--- src/rtl/steqr_pkg.sv ---
// shared types and constants of the equal-range search block
// no dependencies
`timescale 1ns / 1ps

package steqr_pkg;

   localparam int ENTRIES_W = 9;
   localparam int INDEX_W   = 8;
   localparam int COUNT_W   = 9;
   localparam int DATA_W    = 32;

   localparam logic OP_WRITE = 1'b0;
   localparam logic OP_QUERY = 1'b1;

   typedef enum logic [2:0] {
      ST_IDLE,
      ST_LOWER,
      ST_UPPER,
      ST_CHECK_RD,
      ST_CHECK
   } state_type;

   typedef struct packed {
      logic mem_wr;    // store the write beat's entry
      logic start;     // capture key, open lower-bound search
      logic search;    // one bisection step
      logic strict;    // upper-bound compare
      logic save_lb;   // keep lower bound, reopen range for upper bound
      logic save_ub;   // keep upper bound
      logic rd_lb;     // read entry at the lower bound
      logic load_rsp;  // fill the response register
   } dp_cmd_type;

   typedef struct packed {
      logic search_done;
   } dp_sts_type;

endpackage

--- src/rtl/steqr_ctrl.sv ---
// controller: sequences write, lower-bound search, upper-bound search, check and response
// depends on steqr_pkg
`timescale 1ns / 1ps

module steqr_ctrl (
   input  logic                  clock,
   input  logic                  reset,
   input  logic                  req_valid,
   output logic                  req_ready,
   input  logic                  req_opcode,
   output logic                  rsp_valid,
   input  logic                  rsp_ready,
   output steqr_pkg::dp_cmd_type cmd,
   input  steqr_pkg::dp_sts_type sts
);
   import steqr_pkg::*;

   state_type state_ff;
   state_type state_in;
   logic      rsp_valid_ff;
   logic      rsp_valid_in;

   always_ff @(posedge clock) begin
      if (reset) begin
         state_ff     <= ST_IDLE;
         rsp_valid_ff <= 1'b0;
      end else begin
         state_ff     <= state_in;
         rsp_valid_ff <= rsp_valid_in;
      end
   end

   always_comb begin
      state_in     = state_ff;
      cmd          = '0;
      req_ready    = (state_ff == ST_IDLE);
      rsp_valid_in = rsp_valid_ff && !rsp_ready;
      unique case (state_ff)
         ST_IDLE: begin
            if (req_valid) begin
               if (req_opcode == OP_QUERY) begin
                  cmd.start = 1'b1;
                  state_in  = ST_LOWER;
               end else begin
                  cmd.mem_wr = 1'b1;
               end
            end
         end
         ST_LOWER: begin
            cmd.search = 1'b1;
            if (sts.search_done) begin
               cmd.save_lb = 1'b1;
               state_in    = ST_UPPER;
            end
         end
         ST_UPPER: begin
            cmd.search = 1'b1;
            cmd.strict = 1'b1;
            if (sts.search_done) begin
               cmd.save_ub = 1'b1;
               state_in    = ST_CHECK_RD;
            end
         end
         ST_CHECK_RD: begin
            cmd.rd_lb = 1'b1;
            state_in  = ST_CHECK;
         end
         ST_CHECK: begin
            if (!rsp_valid_ff || rsp_ready) begin
               cmd.load_rsp = 1'b1;
               rsp_valid_in = 1'b1;
               state_in     = ST_IDLE;
            end
         end
         default: begin
            state_in = ST_IDLE;
         end
      endcase
   end

   assign rsp_valid = rsp_valid_ff;

endmodule

--- config.mk ---
export PLATFORM = sky130hd
export DESIGN_NAME = steqr_ctrl
export DESIGN_NICKNAME = d
export VERILOG_FILES = /design/src/rtl/steqr_pkg.sv /design/src/rtl/steqr_ctrl.sv
export SDC_FILE = /design/constraint.sdc
export NUM_CORES = 1
export LEC_CHECK = 0
export BUFFER_PORTS_ARGS = -buffer_cell sky130_fd_sc_hd__buf_2
export CORE_AREA = 4 4 41 43
export CTS_BUF_LIST = sky130_fd_sc_hd__clkbuf_4 sky130_fd_sc_hd__clkbuf_8
export DETAILED_ROUTE_END_ITERATION = 7
export DIE_AREA = 0 0 45 47
export PLACE_DENSITY = 0.43
export SYNTH_ARGS = -nofsm -noshare
export SYNTH_HDL_FRONTEND = slang
export SYNTH_SLANG_ARGS = --single-unit
export TNS_END_PERCENT = 5
--- constraint.sdc ---
create_clock -name clock -period 1.15 [get_ports clock]
set_clock_uncertainty 0.05 [all_clocks]
set_input_delay 0.1725 -clock clock [delete_from_list [all_inputs] [get_ports clock]]
set_output_delay 0.1725 -clock clock [all_outputs]
set_load 0.01 [all_outputs]
Word-level counts from Yosys, hierarchy flattened
Cells that the tools add are included.

Register bits: 4. Logic and storage cells: 38. Output and inout bits: 10.

Multiplexer cells: 20. Reductions and logical operators: 7. Equal/unequal tests: 9.

Operators by type and width (count): 3-bit 2-to-1 mux (5); 3-bit one-hot mux with 5 select lines (1); 1-bit 2-to-1 mux (12); 2-bit != test, second input constant (4); 3-bit by 2-bit == test with 1-bit output, second input constant (2); 5-bit AND reduction (1); 2-bit 2-to-1 mux (2); 3-bit by 1-bit == test with 1-bit output, second input constant (1); 3-bit == test, second input constant (1); 3-bit logical NOT (1); 1-bit logical NOT (2); 2-bit by 1-bit != test with 1-bit output, second input constant (1); 2-bit OR reduction (1); 1-bit logical AND (1); 1-bit logical OR (1).

Depth between registers and ports, before layout
Gate-level depths: netlist of run 1.

Depth in word-level cells: 4. Gate-level depth with buffers: 3. Depth with buffers taken out: 2.

Worst setup path after synthesis of run 1
Ideal clock, no wire load.

Kind: reg-to-output. Start point: register state_ff[0]. End point: output cmd[7] in the netlist's numbering. Arrival time: 1.060 ns. Setup slack: -0.132 ns. Path buffers: 1. Stages on the path, launching flop included: 4. Data required time: 0.928 ns. Cell sequence: dfxtp_1 buf_6 nor3_1 and3b_1.

RTL lines: from (decl) (RTL line steqr_ctrl.sv:18) `state_type state_ff;`; from (signal assigned) (RTL line steqr_ctrl.sv:28) `state_ff <= state_in;`; to (decl) (RTL line steqr_ctrl.sv:13) `output steqr_pkg::dp_cmd_type cmd,`.

==> results of run 1 <==
-- report_power, final --
part	leakage (nW)	total, mW	switching (mW)	internal, mW
clock	0.0138	0.174	0.0572	0.117
combinational	0.178	0.141	0.0604	0.0805
sequential	0.0341	0.157	0.00956	0.147
total	0.226	0.471	0.127	0.344
-- stage by stage --
stage	setup TNS (ns)	power, mW	std cells
after floorplan	-0.1046	0.2243	28
after global placement	-0.07705	0.2730	61
after detailed placement	-0.2137	0.2737	61
after CTS	-1.911	0.4620	64
after global routing	-2.378	0.5011	65
final	-1.834	0.4713	65
-- logic make-up (layout without fill, tap and decap cells) --
| kind of cell | Yosys count | count (layout) | share of synthesized area |
|---|---|---|---|
| flops | 4 | 4 | 0.2922 |
| compound gates | 5 | 5 | 0.1689 |
| simple gates | 15 | 15 | 0.4019 |
| buf+inv | 3 | 25 | 0.09587 |
| mux | 1 | 1 | 0.04109 |
-- sequential cells by signal, indices dropped and copies added (netlist names) --
signal	count
rsp_valid	1
state_ff	3
-- worst register-to-register path, stage by stage, from the launching register on --
cell and delay [ns]:
dfxtp_2 0.34, or3b_4 0.40, buf_4 0.15, o31ai_4 0.15
-- metal layers --
metal	up-vias	GRT usage	wire length [µm]
li1	148	-	-
met1	141	0.08636	310
met2	8	0.1328	406
met3	2	0.01149	22
met4	0	0.07018	17
met5	-	0	0
-- repair_timing --
action                     CTS  global route
gates resized for setup      4             7
setup buffers                0             1
pin swaps                    3             2
setup endpoints to repair   11            12
-- worst max-delay path by stage --
stage	from	to	slack, ns
after floorplan	state_ff[2]$_SDFFE_PP0P_	cmd[0]	-0.10
after global placement	state_ff[0]$_SDFFE_PP0P_	cmd[0]	-0.03
after detailed placement	state_ff[0]$_SDFFE_PP0P_	cmd[0]	-0.07
after CTS	state_ff[0]$_SDFFE_PP0P_	cmd[0]	-0.30
after global routing	state_ff[1]$_SDFFE_PP0P_	cmd[6]	-0.34
final	state_ff[0]$_SDFFE_PP0P_	cmd[0]	-0.30
-- layout by cell type, fill, tap and decap left out, types with 2 or more instances in the layout --
| cell | Yosys | final |
|---|---|---|
| nand2b_1 | 2 | 2 |
| buf_6 | 1 | 4 |
| dfxtp_2 | 0 | 2 |
| a21oi_1 | 2 | 2 |
| a211oi_1 | 2 | 2 |
| clkbuf_4 | 0 | 3 |
| buf_2 | 0 | 13 |
| buf_4 | 2 | 5 |
-- layout make-up --
class	count	share of cell area
Multi-Input combinational cell	21	0.4086
Timing Repair Buffer	22	0.3172
Sequential cell	4	0.1855
Clock buffer	3	0.04839
Tap cell	15	0.04032
==> metrics.txt, run 1 <==
status complete, but fails checks; violated checks negative setup slack; crit path time final 1.447 ns; DIE AREA 2115 µm²; design area 465.4 µm²; drt via density about 4.6; hpwl dp 585 µm; Initial Util 0.2106; FMAX slightly below 0.7 GHz; Slew HR 0.8390; Mean Syn Cell Area about 9.8 µm²; Final Util 0.3577; DRC Markers 0; Slew @ Worst Pin about 0.24 ns; Synth Cell Area between 200 and 300 µm²; Yosys warnings 0; RR Startpoint state_ff[0]$_SDFFE_PP0P_; hold-fix buffers at CTS 0; Worst Hold Class input port to register; # port buffers 15; drt wl/cell 11.63 µm; sequential-to-total area share from yosys stat 0.2922; Layout Nets 58; Max clock buf depth 2; global placer's final weighted congestion 0.6964; Rows 13; PD cells 1013 nW/µm²; WL final 756 µm; Post-synth EDFFs 0; Seq. cell area 86.33 µm²; worst hold stages 2; Register-to-Register Setup Slack -0.02 ns; core area 1301 µm²; RSZ-0062 raised after global routing true; Hold Vio Cnt, Final 0; # diodes 0; CTS H-tree lvls 1; Setup WS post-layout -0.2973 ns; TritonRoute pass-1 iters 4; TritonCTS Buffers 3; Iter 0 DRT Violations 10; endpoints failing setup 10; worst stage delay on the critical path 0.40 ns; Yosys top cell by area dfxtp_1; multi-input logic area 190.2 µm²; worst path required time 0.93 ns; top cells by count, synth dfxtp_1, a211oi_1, a21oi_1, buf_4, nand2b_1; Worst Hold Slack between 0.1 and 0.15 ns; largest net degree at the start of global routing 7; CP max stage cell or3b_4; Slew Viols, Final 0; Fill cells 141; final period utilization 1.259; Die H 47 µm; share of cells above drive strength 1 0.7000; Placed Instance Area about 400 µm²; Worst R2R Path Depth 3; Via Count 299; Async S/R FF share, synth 0; area grow syn2layout 69.86%; first-pass GRT wire length 1.186 mm; startpoint types register; initial antenna violation count 0; Setup CP Type register to output pin; crit-path max FO 6; global route overflow 0; Pleak about 0.23 nW; syn nets 34; Place WS -0.06515 ns; WP depth 3; crit-path cells or3b_4 > nor2b_1 > buf_2; Seq cells post-synth 4; Yosys cell types 21; Worst-path clk slew 0.04 ns; post-synthesis cell count 28; WHS Endpoint state_ff[1]$_SDFFE_PP0P_; Clk Tree Root Cell clkbuf_4; peak supply drop between 0.3 and 0.4 mV; I/O pin count 16; Crit path max-delay family simple AND/OR/NAND/NOR gates; Worst Min Path Start reset; Synth area leaders dfxtp_1, o31ai_4, a211oi_1, buf_4, nand2b_1; max-cap violations 0; most numerous cell in the Yosys netlist dfxtp_1; worst path arrival time 1.22 ns; CTS sink cnt 4; Die Wd roughly 45 µm; remaining antenna violation count 0; Worst-Skew Late Latency 0.23 ns; top_reg_cell synth dfxtp_1; Buf/Inv on CP 1; reg2reg end state_ff[2]$_SDFFE_PP0P_; post-synth top area share 0.2922; Worst setup EP type output pin; vias in the first global route 289; Total Routing Usage GR 0.07899; CTS tree built
No activity file was read; power rests on OpenSTA's default activity.
==> run 2: changes to the inputs <==
--- a/config.mk
+++ b/config.mk
@@ -10,6 +10,7 @@
 export CTS_BUF_LIST = sky130_fd_sc_hd__clkbuf_4 sky130_fd_sc_hd__clkbuf_8
 export DETAILED_ROUTE_END_ITERATION = 7
 export DIE_AREA = 0 0 45 47
+export HOLD_SLACK_MARGIN = 0.15
 export PLACE_DENSITY = 0.43
 export SYNTH_ARGS = -nofsm -noshare
 export SYNTH_HDL_FRONTEND = slang
==> run 2 against run 1 <==
Effect of this change: the flow still finishes with violations (negative setup slack); worst setup slack improved by 0.0029 ns; critical path type unchanged; first-iteration DRC count decreased by 20%; global-route usage unchanged; clock power about the same; core utilization increased by 0.77 points; routed wire length decreased by 1.3%; register-to-register slack about the same; fmax increased by 0.20%; power increased by 0.94%.
==> metrics.txt, run 2 (synthesized netlist as in run 1, its figures left out) <==
status complete, but fails checks (unchanged); violated checks negative setup slack (unchanged); final std cells w/o fill 66 (was 65); Fill cells 140 (was 141); core area 1301 µm² (unchanged); Pleak 0.2298 nW (was 0.2257 nW); TritonRoute pass-1 iters 4 (unchanged); total power 475.8 µW (was 471.3 µW); Hold Vio Cnt, Final 0 (unchanged); Clk Tree Root Cell clkbuf_4 (unchanged); Crit path max-delay family simple AND/OR/NAND/NOR gates (unchanged); crit-path max FO 6 (unchanged); Die Wd 45 µm (unchanged); Placed Instances 61 (unchanged); Worst Hold Class input port to register (unchanged); Total Routing Usage GR 0.07899 (unchanged); CTS tree built (unchanged); Worst setup EP type output pin (unchanged); remaining antenna violation count 0 (unchanged); Buf/Inv on CP 1 (unchanged); max-cap violations 0 (unchanged); worst path required time 0.93 ns (about the same); setup TNS -1.846 ns (was -1.834 ns); Setup WS post-layout -0.2944 ns (was -0.2973 ns); global placer's final weighted congestion 0.6964 (unchanged); initial antenna violation count 0 (unchanged); RSZ-0062 raised after global routing true (unchanged); worst path arrival time 1.22 ns (about the same); most common cell after layout, fill and taps aside buf_2 (unchanged); Die H 47 µm (unchanged); endpoints failing setup 10 (unchanged); CTS H-tree lvls 1 (unchanged); global route overflow 0 (unchanged); drt wl/cell 11.30 µm (was 11.63 µm); crit path time final 1.444 ns (was 1.447 ns); startpoint types register (unchanged); WHS Endpoint state_ff[1]$_SDFFE_PP0P_ (unchanged); crit-path cells or3b_4 > nor2b_1 > buf_2 (unchanged); Largest Register state_ff (unchanged); Setup CP Type register to output pin (unchanged); reg2reg end state_ff[2]$_SDFFE_PP0P_ (unchanged); Worst Min Path Start sts (was reset); DRC Markers 0 (unchanged); FMAX 0.6923 GHz (was 0.6909 GHz); # port buffers 15 (unchanged); peak supply drop 0.3114 mV (was 0.3113 mV); largest net degree at the start of global routing 7 (unchanged); Slew Viols, Final 0 (unchanged); Layout Nets 59 (was 58); Worst-path clk slew 0.04 ns (about the same); drt via density 4.652 (was 4.600); DIE AREA 2115 µm² (unchanged); RR Startpoint state_ff[0]$_SDFFE_PP0P_ (unchanged); Via Count 307 (was 299); Initial Util 0.2106 (unchanged); Slew HR 0.8390 (unchanged); commonest cells after routing, fill and taps aside buf_2, buf_4, buf_6 (unchanged); vias in the first global route 292 (was 289); Slew @ Worst Pin 0.2401 ns (unchanged); Register-to-Register Setup Slack -0.02 ns (about the same); max reg flops 3 (unchanged); CP max stage cell or3b_4 (unchanged); I/O pin count 16 (unchanged); Max clock buf depth 2 (unchanged); # diodes 0 (unchanged); area grow syn2layout 73.52% (was 69.86%); first-pass GRT wire length 1.186 mm (unchanged); share of cells above drive strength 1 0.6863 (was 0.7000); Worst R2R Path Depth 3 (unchanged); WL final 746 µm (was 756 µm); final period utilization 1.256 (was 1.259); Iter 0 DRT Violations 8 (was 10); Worst-Skew Late Latency 0.24 ns (was 0.23 ns); hpwl dp 585 µm (unchanged); worst hold stages 3 (was 2); PD cells 1001 nW/µm² (was 1013 nW/µm²); TritonCTS Buffers 3 (unchanged); WP depth 3 (unchanged); worst stage delay on the critical path 0.40 ns (about the same); CTS sink cnt 4 (unchanged); Rows 13 (unchanged)
run 2: changes by cell type in the layout (fill, tap and decap cells not counted):
cell / delta
dlygate4sd3_1: +1
run 2: final cells by class:
class / instances / area (µm²) / area share
multi-input combinational: 21 / 190.2 / 0.4000
clock buffer: 3 / 22.52 / 0.04737
timing repair buffer: 23 / 157.7 / 0.3316
tap: 15 / 18.77 / 0.03947
sequential: 4 / 86.33 / 0.1816
run 2: stage by stage:
stage,cell area (µm²),worst slack [ns],util,hold WS (ns)
final,475.5,-0.2944,0.3654,0.2009
after global routing,475.5,-0.3395,0.3654,0.2107
after CTS,441.7,-0.2996,0.3394,0.1982
after detailed placement,396.6,-0.06515,0.3048,0.3832
after global placement,396.6,-0.03462,0.3048,0.3883
after floorplan,284.0,-0.1001,-,0.1916
run 2: tightest hold or removal path: cells and delay by family:
kind                   cells  cell delay, ns
buffers and inverters      1            0.11
AND/OR/NAND/NOR            1            0.09
AO/OA/AOI/OAI              1            0.07
run 2: timing repair:
action,CTS,global route
resized for setup,4,7
hold endpoints to repair,3,0
hold buffers,1,0
pin swaps,3,2
buffers inserted,0,1
setup endpoints to repair,11,12
run 2: how the worst max path moves through the flow:
stage	startpoint	to	slack (ns)
3_5_place_dp	state_ff[0]$_SDFFE_PP0P_	cmd[0]	-0.07
3_3_place_gp	state_ff[0]$_SDFFE_PP0P_	cmd[0]	-0.03
6_report	state_ff[0]$_SDFFE_PP0P_	cmd[0]	-0.29
2_1_floorplan	state_ff[2]$_SDFFE_PP0P_	cmd[0]	-0.10
4_1_cts	state_ff[0]$_SDFFE_PP0P_	cmd[0]	-0.30
5_1_grt	state_ff[1]$_SDFFE_PP0P_	cmd[6]	-0.34
run 2: per-layer routing:
metal  wire length (µm)  up-vias  global-route usage  part of all wire
met5                  0        -                   0                 0
met4                 17        0             0.07018             0.023
met3                 26        2             0.01149             0.035
met2                402       10              0.1328              0.54
met1                300      144             0.08636              0.40
li1                   -      151                   -                 -
run 2: power breakdown:
| group | switching [mW] | internal, mW |
|---|---|---|
| Clock | 0.0583 | 0.117 |
| Sequential | 0.00977 | 0.147 |
| Combinational | 0.0612 | 0.0827 |
==> run 3: changes to the inputs <==
--- a/config.mk
+++ b/config.mk
@@ -6,10 +6,10 @@
 export NUM_CORES = 1
 export LEC_CHECK = 0
 export BUFFER_PORTS_ARGS = -buffer_cell sky130_fd_sc_hd__buf_2
-export CORE_AREA = 4 4 41 43
+export CORE_AREA = 2 2 39 41
 export CTS_BUF_LIST = sky130_fd_sc_hd__clkbuf_4 sky130_fd_sc_hd__clkbuf_8
 export DETAILED_ROUTE_END_ITERATION = 7
-export DIE_AREA = 0 0 45 47
+export DIE_AREA = 0 0 41 43
 export HOLD_SLACK_MARGIN = 0.15
 export PLACE_DENSITY = 0.43
 export SYNTH_ARGS = -nofsm -noshare
==> run 3 against run 2 <==
Effect of this change: the flow still finishes with violations (negative setup slack); largest cell class unchanged; via count is 2.6% lower; sequential power hardly changed; final area is 2.9% lower; core utilization is 3.2 points lower.
==> metrics.txt, run 3 (synthesized netlist as in run 1, its figures left out) <==
Setup CP Type register to output pin (unchanged); drt via density 4.530 (was 4.652); FMAX 0.7034 GHz (was 0.6923 GHz); core area 1384 µm² (was 1301 µm²); TritonRoute pass-1 iters 2 (was 4); Place WS -0.09068 ns (was -0.06515 ns); drt wl/cell 9.727 µm (was 11.30 µm); CTS tree built (unchanged); Fill cells 153 (was 140); Worst Hold Class input port to register (unchanged); CTS H-tree lvls 1 (unchanged); max-cap violations 0 (unchanged); area grow syn2layout 68.49% (was 73.52%); Slew Viols, Final 0 (unchanged); Register-to-Register Setup Slack 0 ns (was -0.02 ns); worst hold stages 3 (unchanged); initial antenna violation count 0 (unchanged); endpoints failing setup 10 (unchanged); crit-path cells or3b_4 > nor2b_1 > buf_2 (unchanged); hpwl dp 513.6 µm (was 585 µm); peak supply drop 0.3557 mV (was 0.3114 mV); Largest Register state_ff (unchanged); vias in the first global route 287 (was 292); WHS Endpoint state_ff[0]$_SDFFE_PP0P_ (was state_ff[1]$_SDFFE_PP0P_); crit path time final 1.422 ns (was 1.444 ns); reg2reg end state_ff[2]$_SDFFE_PP0P_ (unchanged); Worst-path clk slew 0.04 ns (about the same); Die Wd 41 µm (was 45 µm); violated checks negative setup slack (unchanged); final period utilization 1.236 (was 1.256); Max clock buf depth 2 (unchanged); # diodes 0 (unchanged); PD cells 1004 nW/µm² (was 1001 nW/µm²); first-pass GRT wire length 1.131 mm (was 1.186 mm); RR Startpoint state_ff[0]$_SDFFE_PP0P_ (unchanged); Clk Tree Root Cell clkbuf_4 (unchanged); TritonCTS Buffers 3 (unchanged); Worst setup EP type output pin (unchanged); worst path arrival time 1.20 ns (was 1.22 ns); CP max stage cell or3b_4 (unchanged); Via Count 299 (was 307); # port buffers 15 (unchanged); WL final 642 µm (was 746 µm); postcts setup bufs 0 (unchanged); CTS sink cnt 4 (unchanged); share of cells above drive strength 1 0.6600 (was 0.6863); status complete, but fails checks (unchanged); Iter 0 DRT Violations 4 (was 8); Slew HR 0.8695 (was 0.8390); Initial Util 0.1980 (was 0.2106); largest net degree at the start of global routing 9 (was 7); worst stage delay on the critical path 0.37 ns (was 0.40 ns); Worst Hold Slack 0.2033 ns (was 0.2009 ns); max reg flops 3 (unchanged); Rows 14 (was 13); worst path required time 0.93 ns (about the same); crit-path max FO 7 (was 6); global placer's final weighted congestion 0.6705 (was 0.6964); commonest cells after routing, fill and taps aside buf_2, buf_4, clkbuf_4 (was buf_2, buf_4, buf_6); Worst Min Path Start sts (unchanged); Layout Nets 58 (was 59); global route overflow 0 (unchanged); Pleak 0.2227 nW (was 0.2298 nW); remaining antenna violation count 0 (unchanged); DIE AREA 1763 µm² (was 2115 µm²); Worst R2R Path Depth 3 (unchanged); RSZ-0062 raised after global routing true (unchanged); Die H 43 µm (was 47 µm); Worst-Skew Late Latency 0.23 ns (was 0.24 ns); Total Routing Usage GR 0.09849 (was 0.07899); startpoint types register (unchanged); DRC Markers 0 (unchanged); most common cell after layout, fill and taps aside buf_2 (unchanged); Slew @ Worst Pin 0.1939 ns (was 0.2401 ns); Setup WS post-layout -0.2716 ns (was -0.2944 ns); Hold Vio Cnt, Final 0 (unchanged); I/O pin count 16 (unchanged)
[run 3: report_power, final]
group	switching [mW]	total (mW)	internal, mW
logic	0.0574	0.131	0.0732
registers	0.00999	0.158	0.148
clock network	0.0583	0.175	0.117
total	0.126	0.463	0.338
[run 3: what timing repair did]
item                                    CTS  global route
gates resized for setup                   5             1
endpoints found under the setup margin   11            11
pin swaps                                 5             0
hold endpoints to repair                  3             0
hold buffers                              1             0
[run 3: worst max-delay path, delay by kind of cell, from the launching register on]
family | cells | cell delay, ns
buf+inv | 1 | 0.13
simple gates | 2 | 0.48
flops | 1 | 0.36
[run 3: worst max-delay path by stage]
stage,from,to,slack (ns),cells after the start
after floorplan,state_ff[2]$_SDFFE_PP0P_,cmd[0],-0.10,3
after global routing,state_ff[0]$_SDFFE_PP0P_,cmd[0],-0.32,3
after CTS,state_ff[0]$_SDFFE_PP0P_,cmd[0],-0.30,3
final,state_ff[0]$_SDFFE_PP0P_,cmd[0],-0.27,3
after detailed placement,state_ff[0]$_SDFFE_PP0P_,cmd[7],-0.09,4
after global placement,state_ff[0]$_SDFFE_PP0P_,cmd[0],-0.06,3
[run 3: area by class of cell]
class                   instances  area, µm²  share of cell area
clock buffers                   3      22.52             0.04878
multi-input cells              21      187.7              0.4065
flip-flops and latches          4      85.08              0.1843
well taps                      16      20.02             0.04336
repair buffers                 22      146.4              0.3171
[run 3: per-stage QoR]
stage | cells | setup TNS (ns) | area (µm²) | util | power, mW
after floorplan | 28 | -0.1046 | 284.0 | - | 0.2243
after global placement | 62 | -0.1888 | 410.4 | 0.2966 | 0.2795
after detailed placement | 62 | -0.3674 | 410.4 | 0.2966 | 0.2805
after CTS | 66 | -1.846 | 457.9 | 0.3309 | 0.4714
after global routing | 66 | -2.174 | 461.7 | 0.3336 | 0.4914
final | 66 | -1.647 | 461.7 | 0.3336 | 0.4634
[run 3: layer usage]
layer,GRT usage,part of all wire
met1,0.1194,0.42
met4,0.1200,0.026
met3,0.01571,0.034
met5,0,0
met2,0.1250,0.52
